$ cat src/rtl/core/atr_pkg.sv
// ----------------------------------------------------------------------------
// atr_pkg
// Shared widths, register map and link types for the average true range block.
// ----------------------------------------------------------------------------
package atr_pkg;

   localparam int MAX_WINDOW   = 64;
   localparam int PRICE_BITS   = 32;
   localparam int PTR_BITS     = $clog2(MAX_WINDOW);
   localparam int LEN_BITS     = $clog2(MAX_WINDOW + 1);
   localparam int SUM_BITS     = PRICE_BITS + PTR_BITS;
   localparam int DIV_CNT_BITS = $clog2(SUM_BITS);
   localparam int OUT_BITS     = 32;

   // Register map
   localparam int CSR_DATA_BITS = 32;
   localparam int CSR_ADDR_BITS = 3;
   localparam int WLEN_BITS     = 7;
   localparam logic [WLEN_BITS-1:0] WLEN_RESET = 7'd14;
   localparam logic [CSR_ADDR_BITS-3:0] REG_WINDOW_LENGTH = 1'b0;

   // Ring write port
   typedef struct packed {
      logic                  en;
      logic [PTR_BITS-1:0]   addr;
      logic [PRICE_BITS-1:0] data;
   } ring_wr_type;

   // Divider start request
   typedef struct packed {
      logic                start;
      logic [SUM_BITS-1:0] dividend;
      logic [LEN_BITS-1:0] divisor;
   } div_req_type;

   // Divider result
   typedef struct packed {
      logic                done;
      logic [SUM_BITS-1:0] quotient;
   } div_rsp_type;

endpackage

$ cat src/rtl/core/atr_ring.sv
// ----------------------------------------------------------------------------
// atr_ring
// True range ring: one write port, one read port, registered read data.
// ----------------------------------------------------------------------------
module atr_ring (
   input  logic                           clock,
   input  atr_pkg::ring_wr_type           wr,
   input  logic                           rd_en,
   input  logic [atr_pkg::PTR_BITS-1:0]   rd_addr,
   output logic [atr_pkg::PRICE_BITS-1:0] rd_data
);

   logic [atr_pkg::PRICE_BITS-1:0] mem [atr_pkg::MAX_WINDOW];
   logic [atr_pkg::PRICE_BITS-1:0] rd_data_ff;

   always_ff @(posedge clock) begin
      if (wr.en) begin
         mem[wr.addr] <= wr.data;
      end
      if (rd_en) begin
         rd_data_ff <= mem[rd_addr];
      end
   end

   assign rd_data = rd_data_ff;

endmodule

$ cat src/rtl/core/atr_divider.sv
// ----------------------------------------------------------------------------
// atr_divider
// Restoring divider: window sum over window length, one quotient bit a cycle.
// ----------------------------------------------------------------------------
module atr_divider (
   input  logic                 clock,
   input  logic                 reset,
   input  atr_pkg::div_req_type req,
   output atr_pkg::div_rsp_type rsp
);

   logic                               busy_ff, busy_in;
   logic                               done_ff, done_in;
   logic [atr_pkg::DIV_CNT_BITS-1:0]   count_ff, count_in;
   logic [atr_pkg::SUM_BITS-1:0]       quo_ff, quo_in;
   logic [atr_pkg::LEN_BITS-1:0]       rem_ff, rem_in;
   logic [atr_pkg::LEN_BITS-1:0]       divisor_ff, divisor_in;
   logic [atr_pkg::LEN_BITS:0]         rem_shift;
   logic [atr_pkg::LEN_BITS:0]         rem_diff;
   logic                               fits;

   always_comb begin
      rem_shift  = {rem_ff, quo_ff[atr_pkg::SUM_BITS-1]};
      rem_diff   = rem_shift - {1'b0, divisor_ff};
      fits       = (rem_shift >= {1'b0, divisor_ff});
      busy_in    = busy_ff;
      done_in    = 1'b0;
      count_in   = count_ff;
      quo_in     = quo_ff;
      rem_in     = rem_ff;
      divisor_in = divisor_ff;
      if (req.start) begin
         // load operands, first bit comes out next cycle
         busy_in    = 1'b1;
         count_in   = atr_pkg::DIV_CNT_BITS'(atr_pkg::SUM_BITS - 1);
         quo_in     = req.dividend;
         rem_in     = '0;
         divisor_in = req.divisor;
      end else if (busy_ff) begin
         quo_in = {quo_ff[atr_pkg::SUM_BITS-2:0], fits};
         rem_in = fits ? rem_diff[atr_pkg::LEN_BITS-1:0] : rem_shift[atr_pkg::LEN_BITS-1:0];
         if (count_ff == '0) begin
            busy_in = 1'b0;
            done_in = 1'b1;
         end else begin
            count_in = count_ff - 1'b1;
         end
      end
   end

   always_ff @(posedge clock) begin
      if (reset) begin
         busy_ff <= 1'b0;
         done_ff <= 1'b0;
      end else begin
         busy_ff <= busy_in;
         done_ff <= done_in;
      end
      count_ff   <= count_in;
      quo_ff     <= quo_in;
      rem_ff     <= rem_in;
      divisor_ff <= divisor_in;
   end

   assign rsp.done     = done_ff;
   assign rsp.quotient = quo_ff;

endmodule

$ cat src/rtl/core/average_true_range.sv
// ----------------------------------------------------------------------------
// average_true_range
// True range of each price bar and its simple moving average over a window.
// ----------------------------------------------------------------------------
//
//   port group | direction | handshake          | contents
//   req_       | in        | req_valid/req_stall | bar_high, bar_low, bar_close
//   rsp_       | out       | rsp_valid/rsp_stall | true_range, average_range,
//              |           |                     | average_valid
//   csr_       | in/out    | APB write/read      | window_length at byte 0
//
// A request passes through idle, which takes the request; range, which forms
// the true range and reads the ring; sum, which updates the sum and writes the
// ring; once the window is full, the restoring divider (one quotient bit per
// bit of the window sum) and its hand-off; and done, which loads the output
// register. While the window is still filling, the divider is skipped.
// The ring memory has a single write and a single read port with
// registered read data; each request reads and then writes one entry.
// Reset is synchronous: it clears the stream state and sets window_length
// to 14. The ring is not cleared; an entry's value is only used once written.
// A finished result waits in the output register while the next request is
// taken in; the block holds in its final state only when that register is
// still full and stalled.
// ----------------------------------------------------------------------------
module average_true_range (
   input  logic                              clock,
   input  logic                              reset,
   // request channel
   input  logic                              req_valid,
   output logic                              req_stall,
   input  logic [atr_pkg::PRICE_BITS-1:0]    req_bar_high,
   input  logic [atr_pkg::PRICE_BITS-1:0]    req_bar_low,
   input  logic [atr_pkg::PRICE_BITS-1:0]    req_bar_close,
   // result channel
   output logic                              rsp_valid,
   input  logic                              rsp_stall,
   output logic [atr_pkg::OUT_BITS-1:0]      rsp_true_range,
   output logic [atr_pkg::OUT_BITS-1:0]      rsp_average_range,
   output logic                              rsp_average_valid,
   // configuration port
   input  logic                              csr_psel,
   input  logic                              csr_penable,
   input  logic                              csr_pwrite,
   input  logic [atr_pkg::CSR_ADDR_BITS-1:0] csr_paddr,
   input  logic [atr_pkg::CSR_DATA_BITS-1:0] csr_pwdata,
   output logic [atr_pkg::CSR_DATA_BITS-1:0] csr_prdata,
   output logic                              csr_pready
);

   localparam logic [2:0] ST_IDLE  = 3'd0;
   localparam logic [2:0] ST_RANGE = 3'd1;
   localparam logic [2:0] ST_SUM   = 3'd2;
   localparam logic [2:0] ST_DIV   = 3'd3;
   localparam logic [2:0] ST_DONE  = 3'd4;

   // Absolute difference of two prices
   function automatic logic [atr_pkg::PRICE_BITS-1:0] abs_diff(
      input logic [atr_pkg::PRICE_BITS-1:0] a,
      input logic [atr_pkg::PRICE_BITS-1:0] b
   );
      abs_diff = (a >= b) ? (a - b) : (b - a);
   endfunction

   // Control state
   logic [2:0]                       state_ff, state_in;
   logic [atr_pkg::WLEN_BITS-1:0]    wlen_ff, wlen_in;
   logic [atr_pkg::PTR_BITS-1:0]     ptr_ff, ptr_in;
   logic [atr_pkg::LEN_BITS-1:0]     seen_ff, seen_in;
   logic [atr_pkg::SUM_BITS-1:0]     sum_ff, sum_in;
   logic                             have_prev_ff, have_prev_in;
   logic                             rsp_valid_ff, rsp_valid_in;

   // Payload state
   logic [atr_pkg::PRICE_BITS-1:0]   prev_close_ff, prev_close_in;
   logic [atr_pkg::PRICE_BITS-1:0]   high_ff, high_in;
   logic [atr_pkg::PRICE_BITS-1:0]   low_ff, low_in;
   logic [atr_pkg::PRICE_BITS-1:0]   close_ff, close_in;
   logic [atr_pkg::PRICE_BITS-1:0]   tr_ff, tr_in;
   logic [atr_pkg::PTR_BITS-1:0]     slot_ff, slot_in;
   logic                             avg_valid_ff, avg_valid_in;
   logic [atr_pkg::OUT_BITS-1:0]     avg_ff, avg_in;
   logic [atr_pkg::OUT_BITS-1:0]     rsp_tr_ff, rsp_tr_in;
   logic [atr_pkg::OUT_BITS-1:0]     rsp_avg_ff, rsp_avg_in;
   logic                             rsp_avg_valid_ff, rsp_avg_valid_in;

   // Datapath helpers
   logic                             csr_write;
   logic [atr_pkg::LEN_BITS-1:0]     eff_len;
   logic [atr_pkg::PTR_BITS-1:0]     slot_now;
   logic [atr_pkg::LEN_BITS-1:0]     slot_next;
   logic [atr_pkg::PRICE_BITS-1:0]   hl_range;
   logic [atr_pkg::PRICE_BITS-1:0]   hc_range;
   logic [atr_pkg::PRICE_BITS-1:0]   lc_range;
   logic [atr_pkg::PRICE_BITS-1:0]   tr_calc;
   logic                             window_full;
   logic [atr_pkg::SUM_BITS-1:0]     sum_drop;
   logic                             out_free;

   // Submodule links
   atr_pkg::ring_wr_type             ring_wr;
   logic                             ring_rd_en;
   logic [atr_pkg::PRICE_BITS-1:0]   ring_rd_data;
   atr_pkg::div_req_type             div_req;
   atr_pkg::div_rsp_type             div_rsp;

   assign csr_write = csr_psel && csr_penable && csr_pwrite && csr_pready &&
                      (csr_paddr[atr_pkg::CSR_ADDR_BITS-1:2] == atr_pkg::REG_WINDOW_LENGTH);
   assign csr_pready = 1'b1;
   assign csr_prdata = atr_pkg::CSR_DATA_BITS'(wlen_ff);

   // Effective window: zero acts as one, large values clamp to the ring depth
   always_comb begin
      if (wlen_ff == '0) begin
         eff_len = atr_pkg::LEN_BITS'(1);
      end else if (int'(wlen_ff) > atr_pkg::MAX_WINDOW) begin
         eff_len = atr_pkg::LEN_BITS'(atr_pkg::MAX_WINDOW);
      end else begin
         eff_len = atr_pkg::LEN_BITS'(wlen_ff);
      end
   end

   // Slot wraps at the window, so a shortened window never reads past it
   assign slot_now  = ({1'b0, ptr_ff} >= eff_len) ? '0 : ptr_ff;
   assign slot_next = {1'b0, slot_ff} + 1'b1;

   // True range of the captured bar
   always_comb begin
      hl_range = (high_ff >= low_ff) ? (high_ff - low_ff) : '0;
      hc_range = abs_diff(high_ff, prev_close_ff);
      lc_range = abs_diff(low_ff, prev_close_ff);
      tr_calc  = hl_range;
      if (have_prev_ff) begin
         if (hc_range > tr_calc) begin
            tr_calc = hc_range;
         end
         if (lc_range > tr_calc) begin
            tr_calc = lc_range;
         end
      end
   end

   assign window_full = (seen_ff >= eff_len);
   assign sum_drop    = window_full ? atr_pkg::SUM_BITS'(ring_rd_data) : '0;
   assign out_free    = !rsp_valid_ff || !rsp_stall;

   always_comb begin
      state_in         = state_ff;
      wlen_in          = wlen_ff;
      ptr_in           = ptr_ff;
      seen_in          = seen_ff;
      sum_in           = sum_ff;
      have_prev_in     = have_prev_ff;
      prev_close_in    = prev_close_ff;
      high_in          = high_ff;
      low_in           = low_ff;
      close_in         = close_ff;
      tr_in            = tr_ff;
      slot_in          = slot_ff;
      avg_valid_in     = avg_valid_ff;
      avg_in           = avg_ff;
      rsp_valid_in     = rsp_valid_ff;
      rsp_tr_in        = rsp_tr_ff;
      rsp_avg_in       = rsp_avg_ff;
      rsp_avg_valid_in = rsp_avg_valid_ff;
      ring_rd_en       = 1'b0;
      ring_wr          = '{en: 1'b0, addr: slot_ff, data: tr_ff};
      div_req          = '{start: 1'b0, dividend: '0, divisor: eff_len};

      // drop the result once the far side takes it
      if (rsp_valid_ff && !rsp_stall) begin
         rsp_valid_in = 1'b0;
      end

      unique case (state_ff)
         ST_IDLE: begin
            if (req_valid) begin
               high_in  = req_bar_high;
               low_in   = req_bar_low;
               close_in = req_bar_close;
               state_in = ST_RANGE;
            end
         end
         ST_RANGE: begin
            // form the range and fetch the entry that leaves the window
            tr_in         = tr_calc;
            slot_in       = slot_now;
            ring_rd_en    = 1'b1;
            prev_close_in = close_ff;
            have_prev_in  = 1'b1;
            state_in      = ST_SUM;
         end
         ST_SUM: begin
            // retire the oldest range, add the new one, advance the ring
            sum_in     = sum_ff - sum_drop + atr_pkg::SUM_BITS'(tr_ff);
            ring_wr.en = 1'b1;
            ptr_in     = (slot_next >= eff_len) ? '0 : slot_next[atr_pkg::PTR_BITS-1:0];
            if (!window_full) begin
               seen_in = seen_ff + 1'b1;
            end
            if (window_full || (seen_ff + 1'b1 >= eff_len)) begin
               avg_valid_in     = 1'b1;
               div_req.start    = 1'b1;
               div_req.dividend = sum_in;
               state_in         = ST_DIV;
            end else begin
               avg_valid_in = 1'b0;
               avg_in       = '0;
               state_in     = ST_DONE;
            end
         end
         ST_DIV: begin
            if (div_rsp.done) begin
               avg_in   = div_rsp.quotient[atr_pkg::OUT_BITS-1:0];
               state_in = ST_DONE;
            end
         end
         ST_DONE: begin
            // hold until the output register is free
            if (out_free) begin
               rsp_valid_in     = 1'b1;
               rsp_tr_in        = atr_pkg::OUT_BITS'(tr_ff);
               rsp_avg_in       = avg_ff;
               rsp_avg_valid_in = avg_valid_ff;
               state_in         = ST_IDLE;
            end
         end
         default: begin
            state_in = ST_IDLE;
         end
      endcase

      // window write restarts stream; user must do it only while idle, unenforced
      if (csr_write) begin
         wlen_in      = csr_pwdata[atr_pkg::WLEN_BITS-1:0];
         ptr_in       = '0;
         seen_in      = '0;
         sum_in       = '0;
         have_prev_in = 1'b0;
         prev_close_in = '0;
      end
   end

   always_ff @(posedge clock) begin
      if (reset) begin
         state_ff      <= ST_IDLE;
         wlen_ff       <= atr_pkg::WLEN_RESET;
         ptr_ff        <= '0;
         seen_ff       <= '0;
         sum_ff        <= '0;
         have_prev_ff  <= 1'b0;
         prev_close_ff <= '0;
         rsp_valid_ff  <= 1'b0;
      end else begin
         state_ff      <= state_in;
         wlen_ff       <= wlen_in;
         ptr_ff        <= ptr_in;
         seen_ff       <= seen_in;
         sum_ff        <= sum_in;
         have_prev_ff  <= have_prev_in;
         prev_close_ff <= prev_close_in;
         rsp_valid_ff  <= rsp_valid_in;
      end
      high_ff          <= high_in;
      low_ff           <= low_in;
      close_ff         <= close_in;
      tr_ff            <= tr_in;
      slot_ff          <= slot_in;
      avg_valid_ff     <= avg_valid_in;
      avg_ff           <= avg_in;
      rsp_tr_ff        <= rsp_tr_in;
      rsp_avg_ff       <= rsp_avg_in;
      rsp_avg_valid_ff <= rsp_avg_valid_in;
   end

   atr_ring u_ring (
      .clock   (clock),
      .wr      (ring_wr),
      .rd_en   (ring_rd_en),
      .rd_addr (slot_now),
      .rd_data (ring_rd_data)
   );

   atr_divider u_divider (
      .clock (clock),
      .reset (reset),
      .req   (div_req),
      .rsp   (div_rsp)
   );

   assign req_stall         = (state_ff != ST_IDLE);
   assign rsp_valid         = rsp_valid_ff;
   assign rsp_true_range    = rsp_tr_ff;
   assign rsp_average_range = rsp_avg_ff;
   assign rsp_average_valid = rsp_avg_valid_ff;

endmodule

$ cat config.mk
export PLATFORM = sky130hd
export DESIGN_NAME = average_true_range
export DESIGN_NICKNAME = d
export VERILOG_FILES = /design/src/rtl/core/atr_pkg.sv /design/src/rtl/core/atr_ring.sv /design/src/rtl/core/atr_divider.sv /design/src/rtl/core/average_true_range.sv
export SDC_FILE = /design/constraint.sdc
export NUM_CORES = 2
export LEC_CHECK = 0
export ABC_AREA = 1
export BUFFER_PORTS_ARGS = -buffer_cell sky130_fd_sc_hd__buf_2
export CORE_UTILIZATION = 63
export CTS_CLUSTER_DIAMETER = 100
export CTS_CLUSTER_SIZE = 30
export DETAILED_ROUTE_END_ITERATION = 8
export HOLD_SLACK_MARGIN = 0.1
export PLACE_DENSITY = 0.8
export REMOVE_ABC_BUFFERS = 1
export SLEW_MARGIN = 40
export SYNTH_ARGS = -nofsm -noshare
export SYNTH_HDL_FRONTEND = slang
export SYNTH_HIERARCHICAL = 1
export SYNTH_SLANG_ARGS = --single-unit
$ cat constraint.sdc
create_clock -name clock -period 8.5 [get_ports clock]
set_clock_uncertainty 0.1 [all_clocks]
set_input_delay 2.55 -clock clock [delete_from_list [all_inputs] [get_ports clock]]
set_output_delay 2.55 -clock clock [all_outputs]
set_load 0.01 [all_outputs]
==> After elaboration in Yosys (flattened, before gate mapping) <==
Memory sizes are Yosys's and may differ from the RTL's. A register that Yosys moved wholly into a read port is not among the register bits.
Index checks and enable logic that the tools add are counted.
{ "word_totals": {"regBits": 387, "out_inout_bits": 100, "memories": 1, "latchBits": 0, "mem_bits_ro": 0, "ramBits": 2048} }
{ "op_classes": {"add_sub_neg": 11, "multipliers": 0, "n_eq_ne": 8, "shift": 0, "mux": 37, "n_reduce_logical": 22, "div_mod_pow": 0, "order_cmp": 11, "n_bitwise": 4} }
{ "memory_table": {"columns": ["name", "depth", "word_bits", "rd", "rd_ports_with_merged_regs", "write_ports", "line_no", "source"], "rows": [
  ["u_ring.mem", 64, 32, 1, 1, 1, "atr_ring.sv:13", "logic [atr_pkg::PRICE_BITS-1:0] mem [atr_pkg::MAX_WINDOW];"]
]} }
{ "ops": {"columns": ["cell", "n"], "rows": [
  ["2-to-1 mux 32 bit", 10],
  ["subtractor 32 bit", 5],
  [">= comparator 32 bit", 3],
  ["2-to-1 mux 39 bit", 2],
  ["2-to-1 mux 38 bit", 2],
  ["> comparator 32 bit", 2],
  ["case mux 32 bit (2 select lines)", 1],
  ["adder 38 x 32 -> 38 bit", 1],
  ["subtractor 38 x 32 -> 38 bit", 1],
  [">= comparator 7 bit", 3],
  ["2-to-1 mux 7 bit", 3],
  ["case mux 3 bit (5 select lines)", 1],
  ["2-to-1 mux 1 bit", 12],
  ["2-to-1 mux 3 bit", 4],
  ["2-to-1 mux 6 bit", 2],
  [">= comparator 8 x 7 -> 1 bit", 1],
  ["AND reduction 2 bit", 4],
  ["adder 6 x 1 -> 7 bit (second input constant)", 1],
  ["adder 7 x 1 -> 7 bit (second input constant)", 1],
  [">= comparator 6 x 7 -> 1 bit", 1],
  ["> comparator 7 bit (second input constant)", 1],
  ["logical NOT 7 bit", 1],
  ["subtractor 7 bit", 1],
  ["== test 3 x 2 -> 1 bit (second input constant)", 2],
  ["other kinds (16)", 28]
]} }

==> Longest topological paths before layout <==
{ "logic_depth": {"word_depth": 10, "mapped_depth": 49, "depth_no_buf": 47} }

==> Modules after synthesis <==
Netlist, hierarchy kept.
{ "by_module_without_submodules": {"columns": ["module", "area_per_inst_um2", "cells_each", "instances", "seq_area_each_um2"], "rows": [
  ["atr_ring", 83058.4, 6769, 1, 62459.9],
  ["average_true_range", 31082.3, 4757, 1, 8868.5],
  ["atr_divider", 2910.3, 336, 1, 1651.6]
]} }

==> Worst setup path after synthesis <==
No wires, ideal clock.
{ "synth_timing": {"kind": "input to register", "startpoint": "in req_valid", "endpoint": "reg close_ff[0] (netlist name) (enable)", "path_stages": 2, "n_path_buf": 0, "path_slack_ps": 1295, "t_arrival_ps": 6553, "cell_sequence": "inv_1 > nor2_1"} }
{ "synth_via": {"elab_chain_cells": 1} }
{ "synth_rtl": {"columns": ["item", "line_no", "source"], "rows": [
  ["from (decl)", "average_true_range.sv:29", "input logic req_valid,"],
  ["AND reduction 2 bit (no line)", null, null],
  ["to (signal assigned)", "average_true_range.sv:265", "close_ff <= close_in;"],
  ["to (decl)", "average_true_range.sv:77", "logic [atr_pkg::PRICE_BITS-1:0] close_ff, close_in;"]
]} }
Every way passes these cells.
A chain may end at the register's enable or synchronous reset.

==> Final worst setup path <==
{ "layout_timing": {"startpoint": "reg prev_close_ff[1] (netlist name)", "endpoint": "reg tr_ff[31] (netlist name) (data pin)"} }
{ "layout_via": {"elab_chain_cells": 8} }
{ "layout_rtl": {"columns": ["item", "line_no", "source"], "rows": [
  ["from (decl)", "average_true_range.sv:74", "logic [atr_pkg::PRICE_BITS-1:0] prev_close_ff, prev_close_in;"],
  ["from (signal assigned)", "average_true_range.sv:260", "prev_close_ff <= prev_close_in;"],
  ["subtractor 32 bit / >= comparator 32 bit (equally long branches)", "average_true_range.sv:61", "abs_diff = (a >= b) ? (a - b) : (b - a);"],
  ["2-to-1 mux 32 bit", "average_true_range.sv:61", null],
  ["> comparator 32 bit", "average_true_range.sv:133", "if (hc_range > tr_calc) begin"],
  ["2-to-1 mux 32 bit", "average_true_range.sv:133", null],
  ["2-to-1 mux 32 bit", "average_true_range.sv:132", "if (have_prev_ff) begin"],
  ["> comparator 32 bit", "average_true_range.sv:136", "if (lc_range > tr_calc) begin"],
  ["2-to-1 mux 32 bit (*)", "average_true_range.sv:136", null],
  ["2-to-1 mux 32 bit (*)", "average_true_range.sv:132", null],
  ["via tr_calc (one bit)", "average_true_range.sv:94", "logic [atr_pkg::PRICE_BITS-1:0] tr_calc;"],
  ["to (signal assigned)", "average_true_range.sv:266", "tr_ff <= tr_in;"],
  ["to (decl)", "average_true_range.sv:78", "logic [atr_pkg::PRICE_BITS-1:0] tr_ff, tr_in;"]
]} }
The timed path passes the listed nets; every way through them passes the cells marked *. The select of a mux whose other input is x is not followed.

==> results.md <==
GRT:
- Across every metal layer, demand over resource in global routing totals roughly 36%.
- The number of global-route vias before repair came to 82,290.
- The number of antenna violations at the first check in global routing is 10.
- The first global-routing pass estimated ~500,000 µm of wire.
- The total overflow left after global routing is 0.
- The maximum number of pins on one net before global-route repair is between 150 and 200.

Route:
- After detailed routing, the number of remaining DRC violations is 0.
- The detailed router finished its first iteration with 11,590 violations.
- The via count is just under 90,000.
- In the routed layout, each cell is associated on average with a via count of 6.101.
- The total detailed-routing wirelength is 346,600 µm.
- Once detail routing completed, the nets flagged for antenna violations numbered 0.
- The routed wirelength normalized by instance count is 24.18 µm.
- The first-pass detailed-route iteration total is 7.

Critical path:
- The worst setup path is captured at a flop.
- The most frequent cell on the critical path is sky130_fd_sc_hd__nand2_1.
- The critical path required time is roughly 8900 ps.
- The number of cells on the worst reg-to-reg path is 36.
- The dominant delay contributor by cell family on the critical path is simple AND/OR/NAND/NOR gates.
- Data arrives at the worst endpoint at 7950 ps.
- The startpoint identified for the worst register-to-register timing path is prev_close_ff[1].
- The slowest stage of the critical path is the sky130_fd_sc_hd__o21ai_2 cell.
- The critical path contains buffers and inverters numbering 8 combined.
- By startpoint and endpoint, the worst setup path is classified as reg -> reg.
- The delay of the slowest critical-path stage is just under 700 ps.
- The maximum fanout along the worst path is 22.
- The worst setup path is launched from a flop.
- Setup slack on the worst reg-to-reg path comes out at 980 ps.
- The worst register-to-register path ends at tr_ff[31].

Yosys:
- Yosys printed 6 warnings.
- The synthesized design contains roughly 2,400 enable-type register cells.
- The sequential fraction of the synthesis area is 62.35%.
- The most used flip-flop cell after synthesis is sky130_fd_sc_hd__edfxtp_1.
- The mapped netlist covers 117,100 µm².
- Synthesis produced a netlist whose cell count is 11,860.
- Yosys attributes the largest share of cell area to sky130_fd_sc_hd__edfxtp_1 (60%), sky130_fd_sc_hd__nand2_1 (13%), sky130_fd_sc_hd__nand3_1 (9.4%).
- The largest total area in the synthesized netlist belongs to sky130_fd_sc_hd__edfxtp_1.
- In this run the biggest area consumer among cell types represents 60.47% of the synthesized area.
- Yosys mapped the design onto 55 distinct sky130hd cell types.
- After synthesis, the share of flip-flops with an asynchronous set or reset is 0%.
- The per-instance average area after synthesis is about 10 µm².
- Synthesis inferred 2,467 register bits.

Finish:
- At the end of the flow, the number of nets in the layout was 12,310.
- The fraction of final layout cells sized beyond drive strength 1 is 6.096%.
- Summing all multi-input logic gate instances after layout gives 37,940 µm².
- The number of filler instances in the final layout is 13,710.
- The sequential cells in the finished layout cover a total of between 70,000 and 80,000 µm².
- The synthesis-to-finish area growth is 5.923%.
- The library cell used most frequently in the layout, excluding fill and tap cells, is sky130_fd_sc_hd__nand2_1.
- The finished cells cover between 100,000 and 150,000 µm².
- The final core utilization is 67.43%.
- Leaving out fill and tap cells, the most frequent cells in the layout are sky130_fd_sc_hd__nand2_1 (4,062), sky130_fd_sc_hd__edfxtp_1 (2,357), sky130_fd_sc_hd__nand3_1 (2,188), sky130_fd_sc_hd__inv_1 (1,008), sky130_fd_sc_hd__a21oi_1 (326).

Timing:
- The number of max-slew violations in the final report came to 0.
- The number of setup violations in the final report is 0.
- The shortest clock period the worst path allows after layout is 7516 ps.
- Based on the critical path, the design can be clocked at up to approximately 130 MHz.
- For the final routed database, the setup TNS stands at 0 ps.
- Setup repair after global routing left no endpoint under its margin.
- The tightest hold path in the finished design has a slack of 300.2 ps.
- The total count of hold-check failures in the final report is 0.
- For the pin with the worst max-slew slack, the measured transition is 973.5 ps.
- The period utilization is between 80% and 90%.
- Measured against its own limit, the worst slew margin works out to 35.10%.

CTS:
- Buffers inserted to repair hold after CTS numbered 0.
- Clock tree synthesis found a total of about 2,500 sinks.
- For the worst-skew pair, the clock arrives at the later sink with an insertion delay of between 800 and 900 ps.
- After clock tree synthesis, the clock-pin slew on the worst setup and hold paths is roughly 110 ps.
- The longest clock path from root to sink contains 3 buffers.
- The number of setup buffers added after CTS is 0.
- The TritonCTS clock tree is yes.
- The number of buffers added by the clock tree synthesis step is between 90 and 100.
- The post-cts sizing count is 0.
- The tree is rooted in a sky130_fd_sc_hd__clkbuf_16.
- The H-tree was split into 3 levels.

Worst hold path:
- The source of the worst hold timing path is avg_ff[22].
- The worst hold path passes through 0 cells.
- The path class of the tightest hold or removal check is reg -> reg.
- The sink of the worst hold path is rsp_average_range[22].

Pwr:
- The power density over cell area is 356.5 nW/µm².
- Across the VDD grid, the largest voltage drop is 0.0006621 V.
- The total power of the final layout is 44.20 mW.
- Summed over all cells, the static leakage comes to approximately 49 nW.

Placed design:
- The routability congestion estimate from global placement is between 0.9 and 1.
- The count of buffers added on input and output ports is approximately 180.
- The half-perimeter wire length after placement is about 220,000 µm.
- The standard cell area after detailed placement is 120,900 µm².

Run status:
- The run finished with clean final reports.

Floorplan:
- The die covers 187,500 µm².
- The effective utilization at floorplan is 63.66%.
- 238 I/O pins were placed.
- The floorplan die height is between 400 and 500 µm.
- The initialized floorplan defines 157 standard-cell rows.
- The core region is 183,900 µm².
- The die boundary width is 433.0 µm.

Flow run:
- Across the run, the number of max-cap violations was 0.
[metrics by stage]
step / instances / setup slack (ps)
2_1_floorplan: 11330 / -75400
3_3_place_gp: 14170 / 946.9
3_5_place_dp: 14190 / 920.0
4_1_cts: 14320 / 834.8
5_1_grt: 14330 / 386.4
6_report: 14330 / 983.6
[registers in the layout, summed over array words and instances, names as in the netlist, 32 cells and up]
signal / cells
rsp_average_range: 32
prev_close_ff: 32
tr_ff: 32
low_ff: 32
sum_ff: 38
close_ff: 32
high_ff: 32
u_ring/rd_data: 32
u_ring/mem: 2048
avg_ff: 32
u_divider/quo_ff: 38
rsp_true_range: 32
[per-layer routing]
metal  up-vias  track usage, %  share of wire (%)
met4         2           15.03                4.3
met5         -               0             0.0049
li1      39630               -                  -
met1     41770           50.69                 38
met3       651           6.944                 12
met2      5397           56.79                 46
[final cells by class]
type	count	share of cell area, %
Clock buffer	108	2.060
Timing Repair Buffer	407	2.482
Sequential cell	2467	58.86
Clock inverter	18	0.3219
Multi-Input combinational cell	7826	30.60
Inverter	1035	3.170
Antenna cell	9	0.01816
Tap cell	2464	2.487
[where the power goes]
group	switching, mW	leakage (nW)	internal, mW	total [mW]
logic	15.6	25.6	6.34	21.9
registers	0.592	22.2	15.7	16.3
clock network	3.73	1.42	2.25	5.98
total	19.9	49.3	24.3	44.2
[cells in the mapped netlist, types with 4 or more instances]
master                     instances
sky130_fd_sc_hd__o21bai_1         13
sky130_fd_sc_hd__o21a_1           12
sky130_fd_sc_hd__o21ai_0         114
sky130_fd_sc_hd__a21oi_1         327
sky130_fd_sc_hd__fa_1             38
sky130_fd_sc_hd__nand2_2          25
sky130_fd_sc_hd__inv_1          1013
sky130_fd_sc_hd__o21ai_2          12
sky130_fd_sc_hd__nor2_1          385
sky130_fd_sc_hd__nand4_1          47
sky130_fd_sc_hd__a31oi_1           4
sky130_fd_sc_hd__nor2_4           14
sky130_fd_sc_hd__buf_6            11
sky130_fd_sc_hd__edfxtp_1       2357
sky130_fd_sc_hd__nand3b_1         29
sky130_fd_sc_hd__clkbuf_1        121
sky130_fd_sc_hd__nor4_1           11
sky130_fd_sc_hd__a21o_1            6
sky130_fd_sc_hd__buf_1            44
sky130_fd_sc_hd__nor2_2            9
sky130_fd_sc_hd__buf_4            77
sky130_fd_sc_hd__and2_1           37
sky130_fd_sc_hd__dfxtp_1         110
sky130_fd_sc_hd__nand3_2          11
sky130_fd_sc_hd__o211ai_1          5
sky130_fd_sc_hd__nor3_1           26
sky130_fd_sc_hd__buf_2           298
sky130_fd_sc_hd__inv_2            16
sky130_fd_sc_hd__xor2_1           58
sky130_fd_sc_hd__ha_1            299
sky130_fd_sc_hd__xnor2_1          30
sky130_fd_sc_hd__or2_2            10
sky130_fd_sc_hd__nand2_1        4062
sky130_fd_sc_hd__nand3_1        2191
[cells by family after synthesis]
| family | after synthesis | synth area share, % |
|---|---|---|
| xor+xnor | 88 | 0.6585 |
| simple gates | 6869 | 25.01 |
| buf+inv | 1593 | 5.810 |
| other cells | 2 | 0.006416 |
| compound gates | 506 | 2.323 |
| flops | 2467 | 62.35 |
| fa+ha+maj | 337 | 3.846 |
[worst max path at each step]
stage	from	endpoint	cells after the start	slack [ps]
2_1_floorplan	wlen_ff[4]	u_ring/rd_data[5]	22	-75400
3_3_place_gp	prev_close_ff[1]	tr_ff[31]	35	950
3_5_place_dp	high_ff[14]	tr_ff[31]	35	920
4_1_cts	high_ff[14]	tr_ff[31]	35	830
5_1_grt	prev_close_ff[1]	tr_ff[31]	35	390
6_report	prev_close_ff[1]	tr_ff[31]	36	980
Power figures use the tool's default switching activity.
